`src/sv/tcs_pkg.sv`:
```
// Types, constants and reply tables shared by the telnet command stripper.
package tcs_pkg;

  localparam logic [7:0] B_IAC  = 8'd255;
  localparam logic [7:0] B_DONT = 8'd254;
  localparam logic [7:0] B_DO   = 8'd253;
  localparam logic [7:0] B_WONT = 8'd252;
  localparam logic [7:0] B_WILL = 8'd251;
  localparam logic [7:0] B_SB   = 8'd250;
  localparam logic [7:0] B_AYT  = 8'd246;
  localparam logic [7:0] B_SE   = 8'd240;

  localparam logic [7:0] OPT_BINARY = 8'd0;
  localparam logic [7:0] OPT_ECHO   = 8'd1;
  localparam logic [7:0] OPT_SGA    = 8'd3;
  localparam logic [7:0] OPT_TTYPE  = 8'd24;
  localparam logic [7:0] OPT_NAWS   = 8'd31;
  localparam logic [7:0] OPT_TSPEED = 8'd32;

  localparam int unsigned SeqDepth = 16;
  localparam int unsigned IdxW     = $clog2(SeqDepth);

  localparam logic [IdxW-1:0] LAST_DATA   = IdxW'(0);
  localparam logic [IdxW-1:0] LAST_YES    = IdxW'(8);
  localparam logic [IdxW-1:0] LAST_NAWS   = IdxW'(8);
  localparam logic [IdxW-1:0] LAST_TSPEED = IdxW'(13);
  localparam logic [IdxW-1:0] LAST_TTYPE  = IdxW'(10);
  localparam logic [IdxW-1:0] LAST_CMD    = IdxW'(2);

  localparam logic [7:0] YES_SEQ [SeqDepth] = '{
    8'h0D, 8'h0A, 8'h5B, 8'h59, 8'h65, 8'h73, 8'h5D, 8'h0D,
    8'h0A, 8'h00, 8'h00, 8'h00, 8'h00, 8'h00, 8'h00, 8'h00
  };

  localparam logic [7:0] TSPEED_SEQ [SeqDepth] = '{
    8'd255, 8'd250, 8'd32, 8'h39, 8'h36, 8'h30, 8'h30, 8'h2C,
    8'h39, 8'h36, 8'h30, 8'h30, 8'd255, 8'd240, 8'h00, 8'h00
  };

  localparam logic [7:0] TTYPE_SEQ [SeqDepth] = '{
    8'd255, 8'd250, 8'd24, 8'h00, 8'h56, 8'h54, 8'h31, 8'h30,
    8'h30, 8'd255, 8'd240, 8'h00, 8'h00, 8'h00, 8'h00, 8'h00
  };

  typedef enum logic [2:0] {
    PS_DATA,
    PS_IAC,
    PS_DO,
    PS_DONT,
    PS_WILL,
    PS_WONT,
    PS_SB,
    PS_SBIAC
  } parse_state_e;

  typedef enum logic [2:0] {
    JK_DATA,
    JK_YES,
    JK_NAWS,
    JK_TSPEED,
    JK_TTYPE,
    JK_WONT,
    JK_DONT
  } job_kind_e;

  typedef struct packed {
    logic      valid;
    job_kind_e kind;
    logic [7:0] arg;
  } job_t;

  typedef struct packed {
    logic      busy;
    job_kind_e kind;
  } emit_status_t;

  function automatic logic [IdxW-1:0] seq_last(input job_kind_e kind);
    logic [IdxW-1:0] r;
    case (kind)
      JK_DATA:   r = LAST_DATA;
      JK_YES:    r = LAST_YES;
      JK_NAWS:   r = LAST_NAWS;
      JK_TSPEED: r = LAST_TSPEED;
      JK_TTYPE:  r = LAST_TTYPE;
      JK_WONT:   r = LAST_CMD;
      JK_DONT:   r = LAST_CMD;
      default:   r = LAST_DATA;
    endcase
    return r;
  endfunction

  function automatic logic [7:0] win_byte(input logic [7:0] v);
    return (v == 8'd255) ? 8'd254 : v;
  endfunction

  function automatic logic [7:0] seq_byte(input job_kind_e kind, input logic [IdxW-1:0] idx,
                                          input logic [7:0] arg, input logic [7:0] cols,
                                          input logic [7:0] rows);
    logic [7:0] r;
    r = 8'h00;
    case (kind)
      JK_DATA:   r = arg;
      JK_YES:    r = YES_SEQ[idx];
      JK_TSPEED: r = TSPEED_SEQ[idx];
      JK_TTYPE:  r = TTYPE_SEQ[idx];
      JK_NAWS: begin
        case (idx)
          IdxW'(0): r = B_IAC;
          IdxW'(1): r = B_SB;
          IdxW'(2): r = OPT_NAWS;
          IdxW'(4): r = win_byte(cols);
          IdxW'(6): r = win_byte(rows);
          IdxW'(7): r = B_IAC;
          IdxW'(8): r = B_SE;
          default:  r = 8'h00;
        endcase
      end
      JK_WONT: begin
        case (idx)
          IdxW'(0): r = B_IAC;
          IdxW'(1): r = B_WONT;
          default:  r = arg;
        endcase
      end
      JK_DONT: begin
        case (idx)
          IdxW'(0): r = B_IAC;
          IdxW'(1): r = B_DONT;
          default:  r = arg;
        endcase
      end
      default: r = 8'h00;
    endcase
    return r;
  endfunction

endpackage

```
`src/sv/tcs_parser.sv`:
```
// Telnet parser state machine: decodes each received byte and raises an output job where one is due.
module tcs_parser import tcs_pkg::*; (
  input  logic         clk_i,
  input  logic         rst_ni,
  input  logic         accept_i,
  input  logic [7:0]   rx_byte_i,
  output job_t         job_o,
  output parse_state_e state_o
);

  parse_state_e state_q, state_d;
  job_t         job;

  always_ff @(posedge clk_i or negedge rst_ni) begin
    if (!rst_ni) begin
      state_q <= PS_DATA;
    end else if (accept_i) begin
      state_q <= state_d;
    end
  end

  always_comb begin
    state_d = PS_DATA;
    case (state_q)
      PS_DATA: begin
        state_d = (rx_byte_i == B_IAC) ? PS_IAC : PS_DATA;
      end
      PS_IAC: begin
        case (rx_byte_i)
          B_DO:    state_d = PS_DO;
          B_DONT:  state_d = PS_DONT;
          B_WILL:  state_d = PS_WILL;
          B_WONT:  state_d = PS_WONT;
          B_SB:    state_d = PS_SB;
          default: state_d = PS_DATA;
        endcase
      end
      PS_SB: begin
        state_d = (rx_byte_i == B_IAC) ? PS_SBIAC : PS_SB;
      end
      PS_SBIAC: begin
        state_d = (rx_byte_i == B_SE) ? PS_DATA : PS_SB;
      end
      default: state_d = PS_DATA;
    endcase
  end

  always_comb begin
    job.valid = 1'b0;
    job.kind  = JK_DATA;
    job.arg   = rx_byte_i;
    case (state_q)
      PS_DATA: begin
        job.valid = (rx_byte_i != B_IAC);
      end
      PS_IAC: begin
        if (rx_byte_i == B_IAC) begin
          job.valid = 1'b1;
        end else if (rx_byte_i == B_AYT) begin
          job.valid = 1'b1;
          job.kind  = JK_YES;
        end
      end
      PS_DO: begin
        job.valid = 1'b1;
        job.kind  = JK_WONT;
        case (rx_byte_i)
          OPT_SGA, OPT_BINARY: job.valid = 1'b0;
          OPT_NAWS:            job.kind  = JK_NAWS;
          OPT_TSPEED:          job.kind  = JK_TSPEED;
          OPT_TTYPE:           job.kind  = JK_TTYPE;
          default:             job.kind  = JK_WONT;
        endcase
      end
      PS_DONT: begin
        job.valid = 1'b1;
        job.kind  = JK_WONT;
      end
      PS_WILL: begin
        job.valid = !(rx_byte_i inside {OPT_BINARY, OPT_ECHO, OPT_SGA, OPT_NAWS});
        job.kind  = JK_DONT;
      end
      default: job.valid = 1'b0;
    endcase
  end

  assign job_o   = '{valid: job.valid & accept_i, kind: job.kind, arg: job.arg};
  assign state_o = state_q;

endmodule

```
`src/sv/tcs_emitter.sv`:
```
// Job register and sequencer that plays each job out into the output register.
module tcs_emitter import tcs_pkg::*; (
  input  logic         clk_i,
  input  logic         rst_ni,
  input  job_t         job_i,
  output logic         job_ready_o,
  input  logic [7:0]   cols_i,
  input  logic [7:0]   rows_i,
  output logic         out_valid_o,
  input  logic         out_ready_i,
  output logic [7:0]   out_byte_o,
  output logic         out_dest_o,
  output logic         last_o,
  output emit_status_t status_o
);

  logic            job_valid_q, job_valid_d;
  job_kind_e       kind_q, kind_d;
  logic [7:0]      arg_q, arg_d;
  logic [IdxW-1:0] idx_q, idx_d;
  logic            out_valid_q, out_valid_d;
  logic [7:0]      out_byte_q, out_byte_d;
  logic            out_dest_q, out_dest_d;
  logic            out_last_q, out_last_d;
  logic            out_load, step, job_end;

  always_ff @(posedge clk_i or negedge rst_ni) begin
    if (!rst_ni) begin
      job_valid_q <= 1'b0;
      out_valid_q <= 1'b0;
    end else begin
      job_valid_q <= job_valid_d;
      out_valid_q <= out_valid_d;
    end
  end

  always_ff @(posedge clk_i) begin
    kind_q     <= kind_d;
    arg_q      <= arg_d;
    idx_q      <= idx_d;
    out_byte_q <= out_byte_d;
    out_dest_q <= out_dest_d;
    out_last_q <= out_last_d;
  end

  assign out_load    = !out_valid_q || out_ready_i;
  assign step        = job_valid_q && out_load;
  assign job_end     = (idx_q == seq_last(kind_q));
  assign job_ready_o = !job_valid_q || (step && job_end);

  always_comb begin
    job_valid_d = job_valid_q;
    kind_d      = kind_q;
    arg_d       = arg_q;
    idx_d       = idx_q;
    out_valid_d = out_valid_q;
    out_byte_d  = out_byte_q;
    out_dest_d  = out_dest_q;
    out_last_d  = out_last_q;
    if (step) begin
      out_valid_d = 1'b1;
      out_byte_d  = seq_byte(kind_q, idx_q, arg_q, cols_i, rows_i);
      out_dest_d  = (kind_q != JK_DATA);
      out_last_d  = job_end;
      idx_d       = idx_q + IdxW'(1);
      if (job_end) begin
        job_valid_d = 1'b0;
      end
    end else if (out_ready_i) begin
      out_valid_d = 1'b0;
    end
    if (job_i.valid) begin
      job_valid_d = 1'b1;
      kind_d      = job_i.kind;
      arg_d       = job_i.arg;
      idx_d       = '0;
    end
  end

  assign out_valid_o = out_valid_q;
  assign out_byte_o  = out_byte_q;
  assign out_dest_o  = out_dest_q;
  assign last_o      = out_last_q;
  assign status_o    = '{busy: job_valid_q, kind: kind_q};

endmodule

```
`src/sv/telnet_command_stripper.sv`:
```
// Top level of the telnet command stripper: config registers, parser and emitter.
//
//  channel   | handshake                  | payload
//  ----------+----------------------------+-------------------------------------
//  rx in     | in_valid_i / in_ready_o    | rx_byte_i[7:0]
//  result    | out_valid_o / out_ready_i  | out_byte_o[7:0], out_dest_o, last_o
//  config    | psel, penable, pwrite      | paddr[2:0], pwdata, prdata (pready = 1)
//
// A byte is decoded into the job register when it is accepted, and the sequencer then
// plays it out into the output register; plain data flows at one item per cycle
// while the output is not stalled. A reply of N bytes holds the job register until
// all N are shown, one output byte a cycle while the output is not stalled.
// Reset clears the parser to data state and the window size to 80 by 24.
// A stalled output holds the result and, once the job register is full, in_ready_o.
module telnet_command_stripper import tcs_pkg::*; (
  input  logic        clk_i,
  input  logic        rst_ni,
  input  logic        in_valid_i,
  output logic        in_ready_o,
  input  logic [7:0]  rx_byte_i,
  output logic        out_valid_o,
  input  logic        out_ready_i,
  output logic [7:0]  out_byte_o,
  output logic        out_dest_o,
  output logic        last_o,
  input  logic        psel,
  input  logic        penable,
  input  logic        pwrite,
  input  logic [2:0]  paddr,
  input  logic [31:0] pwdata,
  output logic [31:0] prdata,
  output logic        pready
);

  logic [7:0]   cols_q, rows_q;
  logic         accept;
  logic         cfg_write;
  job_t         job;
  parse_state_e pstate;
  emit_status_t estatus;

  assign cfg_write = psel && penable && pwrite;
  assign pready    = 1'b1;
  assign prdata    = {24'h0, paddr[2] ? rows_q : cols_q};

  always_ff @(posedge clk_i or negedge rst_ni) begin
    if (!rst_ni) begin
      cols_q <= 8'd80;
      rows_q <= 8'd24;
    end else if (cfg_write) begin
      if (paddr[2]) begin
        rows_q <= pwdata[7:0];
      end else begin
        cols_q <= pwdata[7:0];
      end
    end
  end

  assign accept = in_valid_i && in_ready_o;

  tcs_parser u_parser (
    .clk_i     (clk_i),
    .rst_ni    (rst_ni),
    .accept_i  (accept),
    .rx_byte_i (rx_byte_i),
    .job_o     (job),
    .state_o   (pstate)
  );

  tcs_emitter u_emitter (
    .clk_i       (clk_i),
    .rst_ni      (rst_ni),
    .job_i       (job),
    .job_ready_o (in_ready_o),
    .cols_i      (cols_q),
    .rows_i      (rows_q),
    .out_valid_o (out_valid_o),
    .out_ready_i (out_ready_i),
    .out_byte_o  (out_byte_o),
    .out_dest_o  (out_dest_o),
    .last_o      (last_o),
    .status_o    (estatus)
  );

`ifndef NO_ASSERTIONS
  a_data_is_last: assert property (@(posedge clk_i) disable iff (!rst_ni)
    out_valid_o && !out_dest_o |-> last_o)
    else $error("host data item not marked last");

  a_data_job: assert property (@(posedge clk_i) disable iff (!rst_ni)
    accept && pstate == PS_DATA && rx_byte_i != B_IAC
    |=> estatus.busy && estatus.kind == JK_DATA)
    else $error("plain data byte did not load a data job");

  a_subneg_silent: assert property (@(posedge clk_i) disable iff (!rst_ni)
    accept && (pstate == PS_SB || pstate == PS_SBIAC) |=> !estatus.busy)
    else $error("subnegotiation byte produced a job");
`endif

endmodule

```
`config.mk`:
```
export PLATFORM = sky130hd
export DESIGN_NAME = telnet_command_stripper
export DESIGN_NICKNAME = d
export VERILOG_FILES = /design/src/sv/tcs_pkg.sv /design/src/sv/tcs_parser.sv /design/src/sv/tcs_emitter.sv /design/src/sv/telnet_command_stripper.sv
export SDC_FILE = /design/constraint.sdc
export NUM_CORES = 1
export LEC_CHECK = 0
export BUFFER_PORTS_ARGS = -buffer_cell sky130_fd_sc_hd__buf_4
export CORE_UTILIZATION = 55
export CTS_BUF_LIST = sky130_fd_sc_hd__clkbuf_4 sky130_fd_sc_hd__clkbuf_8
export DETAILED_ROUTE_END_ITERATION = 6
export GPL_TIMING_DRIVEN = 0
export PLACE_DENSITY = 0.83
export SYNTH_ARGS = -nofsm -noshare
export SYNTH_HDL_FRONTEND = slang
export SYNTH_SLANG_ARGS = --single-unit
```
`constraint.sdc`:
```
create_clock -name clk_i -period 7.3 [get_ports clk_i]
set_input_delay 1.46 -clock clk_i [delete_from_list [all_inputs] [get_ports clk_i]]
set_output_delay 1.46 -clock clk_i [all_outputs]
set_load 0.03 [all_outputs]
```
==> impl_metrics.json, run 1 <==
{
  "crit_path_end_kind": "output pin",
  "gpl.final_weighted_congestion": 0.939,
  "global_route.overflow_total": 0,
  "setup.worst_path.start_class": "input pin",
  "timing.rr.end": "u_emitter.out_byte_o[6]$_DFFE_PP_",
  "number_of_hold_violations_in_the_final_report": 0,
  "layout_common_cells": "sky130_fd_sc_hd__buf_4 (68), sky130_fd_sc_hd__mux2_2 (25), sky130_fd_sc_hd__conb_1 (25)",
  "detail_route.first_pass.iterations": 5,
  "avgSynthCellArea_um2": 9.76,
  "grt_pass1_vias": 2743,
  "cts_max_path_buffers": 2,
  "synthXorXnorAreaFrac": 0.0175,
  "switching_component_of_the_power_w": 0.000630,
  "mostFrequentLayoutCell": "sky130_fd_sc_hd__buf_4",
  "worst_ep_arrival_time_ns": 2.41,
  "final_layout_size_suffix_gt1_frac": 0.318,
  "tns_ns": 0,
  "cp_data_required_time_ns": 5.84,
  "cap_viol_max_count": 0,
  "drt-initial-drc-count": 252,
  "dp_slack_ns": 3.44,
  "cells_along_the_critical_path": "clkbuf_1 > mux2_2 > buf_4",
  "num-nets-final": 486,
  "postSynth.asyncResetShare": 0.457,
  "placed_cells_incl_taps": 492,
  "power.share.clock": 0.124,
  "cellInternalPower_w": 0.000759,
  "grt_start_max_net_pins": 22,
  "synth_seq_area_share": 0.361,
  "synth_cell_types": 73,
  "grt_first_pass_wirelength_um": 13100,
  "yosys_warnings": 0,
  "synth_compound_area_frac": 0.211,
  "clock_latency_ns": 0.31,
  "synth_top_family_by_area": "compound AO/OA/AOI/OAI gates",
  "worst_clock_skew_ns": 0.00843,
  "chipHeight_um": 81.0,
  "postCtsSetupBuffers": 0,
  "cts.hold.buffers_added": 0,
  "finalNonFillerCells": 500,
  "vias": 3034,
  "floorplan.die_area_um2": 6560,
  "fp.coreArea_um2": 5960,
  "routed_wirelength_um": 8410,
  "timing.final.ws_setup_ns": 3.43,
  "cpMaxStageDelayCell": "sky130_fd_sc_hd__mux2_2",
  "total_clock_buffers_created_by_cts": 5,
  "min_period_over_period": 0.531,
  "dpl-instance-area_um2": 3930,
  "finalWorstPathRequiredPeriod_ns": 3.87,
  "worstReg2RegStart": "u_emitter.idx_q[1]$_SDFFE_PP0P_",
  "hold-path-cell-count": 1,
  "antenna_violating_nets_post_route": 0,
  "initial_core_util": 0.577,
  "report.final.slew_viol_count": 0,
  "setup_viol": 0,
  "worstHoldPathType": "flop to flop",
  "netlist_instances": 352,
  "dp_hpwl_um": 6440,
  "antenna_cells_inserted": 0,
  "power.density_nw_per_um2": 345,
  "i_o_buffers": 42,
  "power_frac_seq": 0.310,
  "max_slew.worst_pin.slew_ns": 0.741,
  "worst_ir_drop_vdd_mv": 0.203,
  "comb_power_share": 0.566,
  "clock_sink_count": 46,
  "crit_type": "input pin to output pin",
  "clkTransAtPathRegs_ns": 0.09,
  "muxShareOfSynthArea": 0.104,
  "fp-row-count": 28,
  "cts_tree": "done",
  "gr-usage-all-layers": 0.263,
  "maxClockFrequency_ghz": 0.258,
  "remaining_drc_errors": 0,
  "postSynthRegisterBits": 46,
  "grt_setup_unrepaired": "no",
  "ports_placed_on_the_boundary": 95,
  "worst-r2r-setup-slack_ns": 4.53,
  "slew_headroom": 0.506,
  "wl_per_cell_um": 16.8,
  "antenna_found_initial": 0,
  "cts_repair_resize_count": 0,
  "min_delay_worst_endpoint": "rows_q[0]$_DFFE_PN0P_",
  "synth-adder-area-share": 0.0437,
  "hold_path_startpoint": "rows_q[0]$_DFFE_PN0P_",
  "syn2layout_area_growth_pct": 17.3,
  "worstSetupStartpoint": "paddr[2]",
  "run_status": "complete, no violations",
  "synth_simple_gate_area_frac": 0.161,
  "die_width_um": 81.0,
  "syn_area_um2": 3430,
  "final_cell_area_um2": 4030,
  "cts.root.buffer_cell": "sky130_fd_sc_hd__clkbuf_8",
  "worstRegToRegCells": 8,
  "route.detailed.vias_per_inst": 6.07,
  "cts-htree-levels": 2,
  "cp_slowest_stage_delay_ns": 0.40,
  "leakage_power_summed_over_all_cells_nw": 1.76,
  "number_of_flops_mapped_to_enable_cells_by_yosys": 21,
  "netSwitchingFraction": 0.454,
  "dominantRegCellSynth": "sky130_fd_sc_hd__edfxtp_1",
  "postLayoutCoreUtil": 0.676,
  "cp_max_fanout": 10
}
[power by group through the flow]
stage                     Combinational, W  Sequential, W  Clock, W
after floorplan                   0.000515       0.000474         0
after global placement            0.000758       0.000432         0
after detailed placement          0.000770       0.000435         0
after CTS                         0.000773       0.000429  0.000174
after global routing              0.000843       0.000441  0.000182
final                             0.000786       0.000430  0.000172
[per-stage QoR]
step | hold WS [ns] | total power (W)
after global placement | 0.522 | 0.00119
after CTS | 0.544 | 0.00138
after detailed placement | 0.524 | 0.00120
after global routing | 0.574 | 0.00147
final | 0.549 | 0.00139
after floorplan | 0.497 | 0.000989
[critical path, delay by kind of cell]
family,cells,cell delay [ns]
mux,1,0.40
buf+inv,2,0.55
[worst max-delay path by stage]
| stage | endpoint | cells after the start |
|---|---|---|
| 2_1_floorplan | prdata[0] | 2 |
| 3_3_place_gp | prdata[2] | 3 |
| 3_5_place_dp | prdata[7] | 3 |
| 4_1_cts | prdata[7] | 3 |
| 5_1_grt | prdata[7] | 3 |
| 6_report | prdata[7] | 3 |
[flip-flops by register name (all words and copies together), names as in the netlist]
signal                 cells
rows_q                     8
u_emitter.out_valid_o      1
u_emitter.last_o           1
u_emitter.idx_q            4
u_parser.state_o           3
u_emitter.out_dest_o       1
cols_q                     8
u_emitter.out_byte_o       8
u_emitter.kind_q           3
u_emitter.arg_q            8
u_emitter.job_valid_q      1
[cell usage after synthesis, types with 3 or more instances]
| master | n | share of area |
|---|---|---|
| sky130_fd_sc_hd__ha_1 | 12 | 0.044 |
| sky130_fd_sc_hd__clkbuf_1 | 6 | 0.0066 |
| sky130_fd_sc_hd__dfxtp_1 | 4 | 0.023 |
| sky130_fd_sc_hd__a22oi_1 | 8 | 0.017 |
| sky130_fd_sc_hd__mux2_4 | 3 | 0.013 |
| sky130_fd_sc_hd__and3_1 | 4 | 0.0073 |
| sky130_fd_sc_hd__nand3_1 | 8 | 0.012 |
| sky130_fd_sc_hd__o211ai_1 | 3 | 0.0066 |
| sky130_fd_sc_hd__buf_4 | 26 | 0.057 |
| sky130_fd_sc_hd__dfstp_2 | 4 | 0.031 |
| sky130_fd_sc_hd__dfrtp_1 | 17 | 0.12 |
| sky130_fd_sc_hd__a221o_1 | 4 | 0.012 |
| sky130_fd_sc_hd__inv_1 | 12 | 0.013 |
| sky130_fd_sc_hd__a21o_1 | 3 | 0.0066 |
| sky130_fd_sc_hd__nor3_1 | 3 | 0.0044 |
| sky130_fd_sc_hd__nand2b_1 | 9 | 0.016 |
| sky130_fd_sc_hd__buf_2 | 10 | 0.015 |
| sky130_fd_sc_hd__a31oi_1 | 3 | 0.0055 |
| sky130_fd_sc_hd__nand2_1 | 23 | 0.025 |
| sky130_fd_sc_hd__a21oi_1 | 23 | 0.034 |
| sky130_fd_sc_hd__nor3b_1 | 3 | 0.0066 |
| sky130_fd_sc_hd__o21ai_0 | 17 | 0.025 |
| sky130_fd_sc_hd__mux2_2 | 25 | 0.082 |
| sky130_fd_sc_hd__a2111o_1 | 3 | 0.0098 |
| sky130_fd_sc_hd__xnor2_1 | 5 | 0.013 |
| sky130_fd_sc_hd__and2_1 | 5 | 0.0091 |
| sky130_fd_sc_hd__o21ai_1 | 3 | 0.0044 |
| sky130_fd_sc_hd__edfxtp_1 | 21 | 0.18 |
| sky130_fd_sc_hd__nor2_1 | 18 | 0.020 |
| sky130_fd_sc_hd__nand3b_1 | 3 | 0.0066 |
| sky130_fd_sc_hd__o2111ai_1 | 3 | 0.0077 |
| sky130_fd_sc_hd__nand4_1 | 6 | 0.011 |
| sky130_fd_sc_hd__nor2b_1 | 3 | 0.0055 |
| sky130_fd_sc_hd__mux2i_1 | 3 | 0.0087 |
[layer usage]
metal,GRT usage,up-vias,wire (um)
li1,-,1398,-
met1,0.329,1442,3380
met2,0.439,168,4160
met3,0.0416,26,566
met4,0.129,0,303
met5,0,-,0
[layout make-up]
type	count	area (um2)
clock buffers	7	90.1
repair buffers	42	315
plain buffers	44	290
flip-flops and latches	46	1240
fillers	516	1930
inverters	13	48.8
clock inverters	1	8.76
well taps	75	93.8
multi-input cells	272	1940
[logic make-up (layout without fill, tap and decap cells)]
| kind of cell | after synthesis | after routing |
|---|---|---|
| AND/OR/NAND/NOR | 100 | 100 |
| buffers and inverters | 57 | 107 |
| multiplexers | 31 | 31 |
| adder cells (fa/ha/maj) | 12 | 12 |
| XOR/XNOR | 6 | 6 |
| AO/OA/AOI/OAI | 98 | 98 |
| other | 2 | 25 |
| flip-flops | 46 | 46 |
No activity file was read; power rests on OpenSTA's default activity.
==> inputs of run 2 (changes only) <==
CORE_UTILIZATION = 49   (was 55)
PLACE_DENSITY = 0.79   (was 0.83)
clock period = 3.3 ns   (was 7.3 ns; I/O delays follow)
==> impl_metrics.json, run 2 (synthesized netlist as in run 1, its figures left out) <==
{
  "clock_sink_count": 46,
  "final_layout_size_suffix_gt1_frac": 0.318,
  "fp.coreArea_um2": 6790,
  "worst_ep_arrival_time_ns": 2.81,
  "grt_start_max_net_pins": 22,
  "final_cell_area_um2": 4060,
  "cts_tree": "done",
  "clkTransAtPathRegs_ns": 0.09,
  "violations": "design-rule violations",
  "cp-endpoint": "u_emitter.out_byte_o[6]$_DFFE_PP_",
  "vias": 2932,
  "cap_viol_max_count": 0,
  "max_slew.worst_pin.slew_ns": 0.747,
  "mostFrequentLayoutCell": "sky130_fd_sc_hd__buf_4",
  "syn2layout_area_growth_pct": 18.1,
  "clock_latency_ns": 0.30,
  "slew_headroom": 0.502,
  "floorplan.die_area_um2": 7350,
  "antenna_cells_inserted": 0,
  "tns_ns": 0,
  "detail_route.first_pass.iterations": 7,
  "worstRegToRegCells": 8,
  "remaining_drc_errors": 1,
  "setup_viol": 0,
  "number_of_hold_violations_in_the_final_report": 0,
  "grt_first_pass_wirelength_um": 13600,
  "layout_common_cells": "sky130_fd_sc_hd__buf_4 (68), sky130_fd_sc_hd__mux2_2 (25), sky130_fd_sc_hd__conb_1 (25)",
  "num-fill-cells": 597,
  "worst_clock_skew_ns": 0.00725,
  "gr-usage-all-layers": 0.238,
  "ports_placed_on_the_boundary": 95,
  "routed_wirelength_um": 8320,
  "total_clock_buffers_created_by_cts": 5,
  "worst_ir_drop_vdd_mv": 0.258,
  "dpl-instance-area_um2": 3960,
  "cts.hold.buffers_added": 0,
  "finalWorstPathRequiredPeriod_ns": 2.75,
  "i_o_buffers": 42,
  "route.detailed.vias_per_inst": 5.63,
  "timing.rr.end": "u_emitter.out_byte_o[6]$_DFFE_PP_",
  "cts-htree-levels": 2,
  "gpl.final_weighted_congestion": 0.927,
  "multi_input_comb_area_um2": 1940,
  "run_status": "finished, violations left",
  "chipHeight_um": 85.7,
  "global_route.overflow_total": 0,
  "hold_slack_ns": 0.231,
  "cts.root.buffer_cell": "sky130_fd_sc_hd__clkbuf_8",
  "power.density_nw_per_um2": 760,
  "antenna_found_initial": 0,
  "initial_core_util": 0.506,
  "num-nets-final": 486,
  "min_period_over_period": 0.832,
  "cp_data_required_time_ns": 3.36,
  "cts_max_path_buffers": 2,
  "wl_per_cell_um": 16.0,
  "crit_path_end_kind": "flop",
  "worstHoldPathType": "input pin to asynchronous set/reset pin",
  "maxClockFrequency_ghz": 0.364,
  "postCtsSetupBuffers": 0,
  "drt-initial-drc-count": 206,
  "fp-row-count": 30,
  "crit_type": "flop to flop",
  "grt_pass1_vias": 2767,
  "setup.worst_path.start_class": "flop",
  "cts_repair_resize_count": 0,
  "leakage_power_summed_over_all_cells_nw": 1.76,
  "worst-r2r-setup-slack_ns": 0.55,
  "cp_max_fanout": 10,
  "grt_setup_unrepaired": "no",
  "dp_hpwl_um": 6500,
  "postLayoutCoreUtil": 0.597,
  "die_width_um": 85.7,
  "register_area_um2": 1240,
  "antenna_violating_nets_post_route": 0,
  "worstReg2RegStart": "u_emitter.idx_q[1]$_SDFFE_PP0P_",
  "report.final.slew_viol_count": 0,
  "worstSetupStartpoint": "u_emitter.idx_q[1]$_SDFFE_PP0P_"
}
-- run 2: layout make-up --
class / instances / share of cell area
plain buffers: 44 / 0.0716
clock buffers: 7 / 0.0222
clock inverters: 1 / 0.00216
inverters: 13 / 0.0120
multi-input cells: 272 / 0.479
flip-flops and latches: 46 / 0.306
well taps: 96 / 0.0296
repair buffers: 42 / 0.0778
-- run 2: worst min path at each step --
stage	cells past startpoint	endpoint	from	slack (ns)
floorplan	0	cols_q[0]$_DFFE_PN0P_	rst_ni	0.36
global placement	1	rows_q[0]$_DFFE_PN0P_	rows_q[0]$_DFFE_PN0P_	0.52
detailed placement	1	rows_q[0]$_DFFE_PN0P_	rows_q[0]$_DFFE_PN0P_	0.53
CTS	1	cols_q[0]$_DFFE_PN0P_	rst_ni	0.24
global route	1	cols_q[0]$_DFFE_PN0P_	rst_ni	0.24
finish	1	cols_q[0]$_DFFE_PN0P_	rst_ni	0.23
-- run 2: report_power, final --
group | switching [W] | internal (W)
Sequential | 0.000136 | 0.000819
Combinational | 0.00107 | 0.000677
Clock | 0.000201 | 0.000182
-- run 2: through the flow --
stage / total power [W] / setup slack, ns / cells
2_1_floorplan: 0.00219 / 0.909 / 375
3_3_place_gp: 0.00266 / 0.589 / 513
3_5_place_dp: 0.00268 / 0.563 / 513
4_1_cts: 0.00306 / 0.607 / 521
5_1_grt: 0.00327 / 0.431 / 521
6_report: 0.00308 / 0.555 / 521
-- run 2: layer usage --
metal,GRT usage,vias up,wire [um]
li1,-,1402,-
met1,0.299,1380,3480
met2,0.394,124,4050
met3,0.0452,26,491
met4,0.117,0,303
met5,0,-,0
-- run 2: worst max-delay path, stage by stage, from the launching register on --
cell and delay [ns]:
sky130_fd_sc_hd__dfxtp_1 0.46, sky130_fd_sc_hd__buf_6 0.18, sky130_fd_sc_hd__inv_1 0.16, sky130_fd_sc_hd__ha_1 0.22, sky130_fd_sc_hd__clkbuf_1 0.22, sky130_fd_sc_hd__nor2b_1 0.24
sky130_fd_sc_hd__or2_1 0.31, sky130_fd_sc_hd__a221o_1 0.30, sky130_fd_sc_hd__a2111o_1 0.40
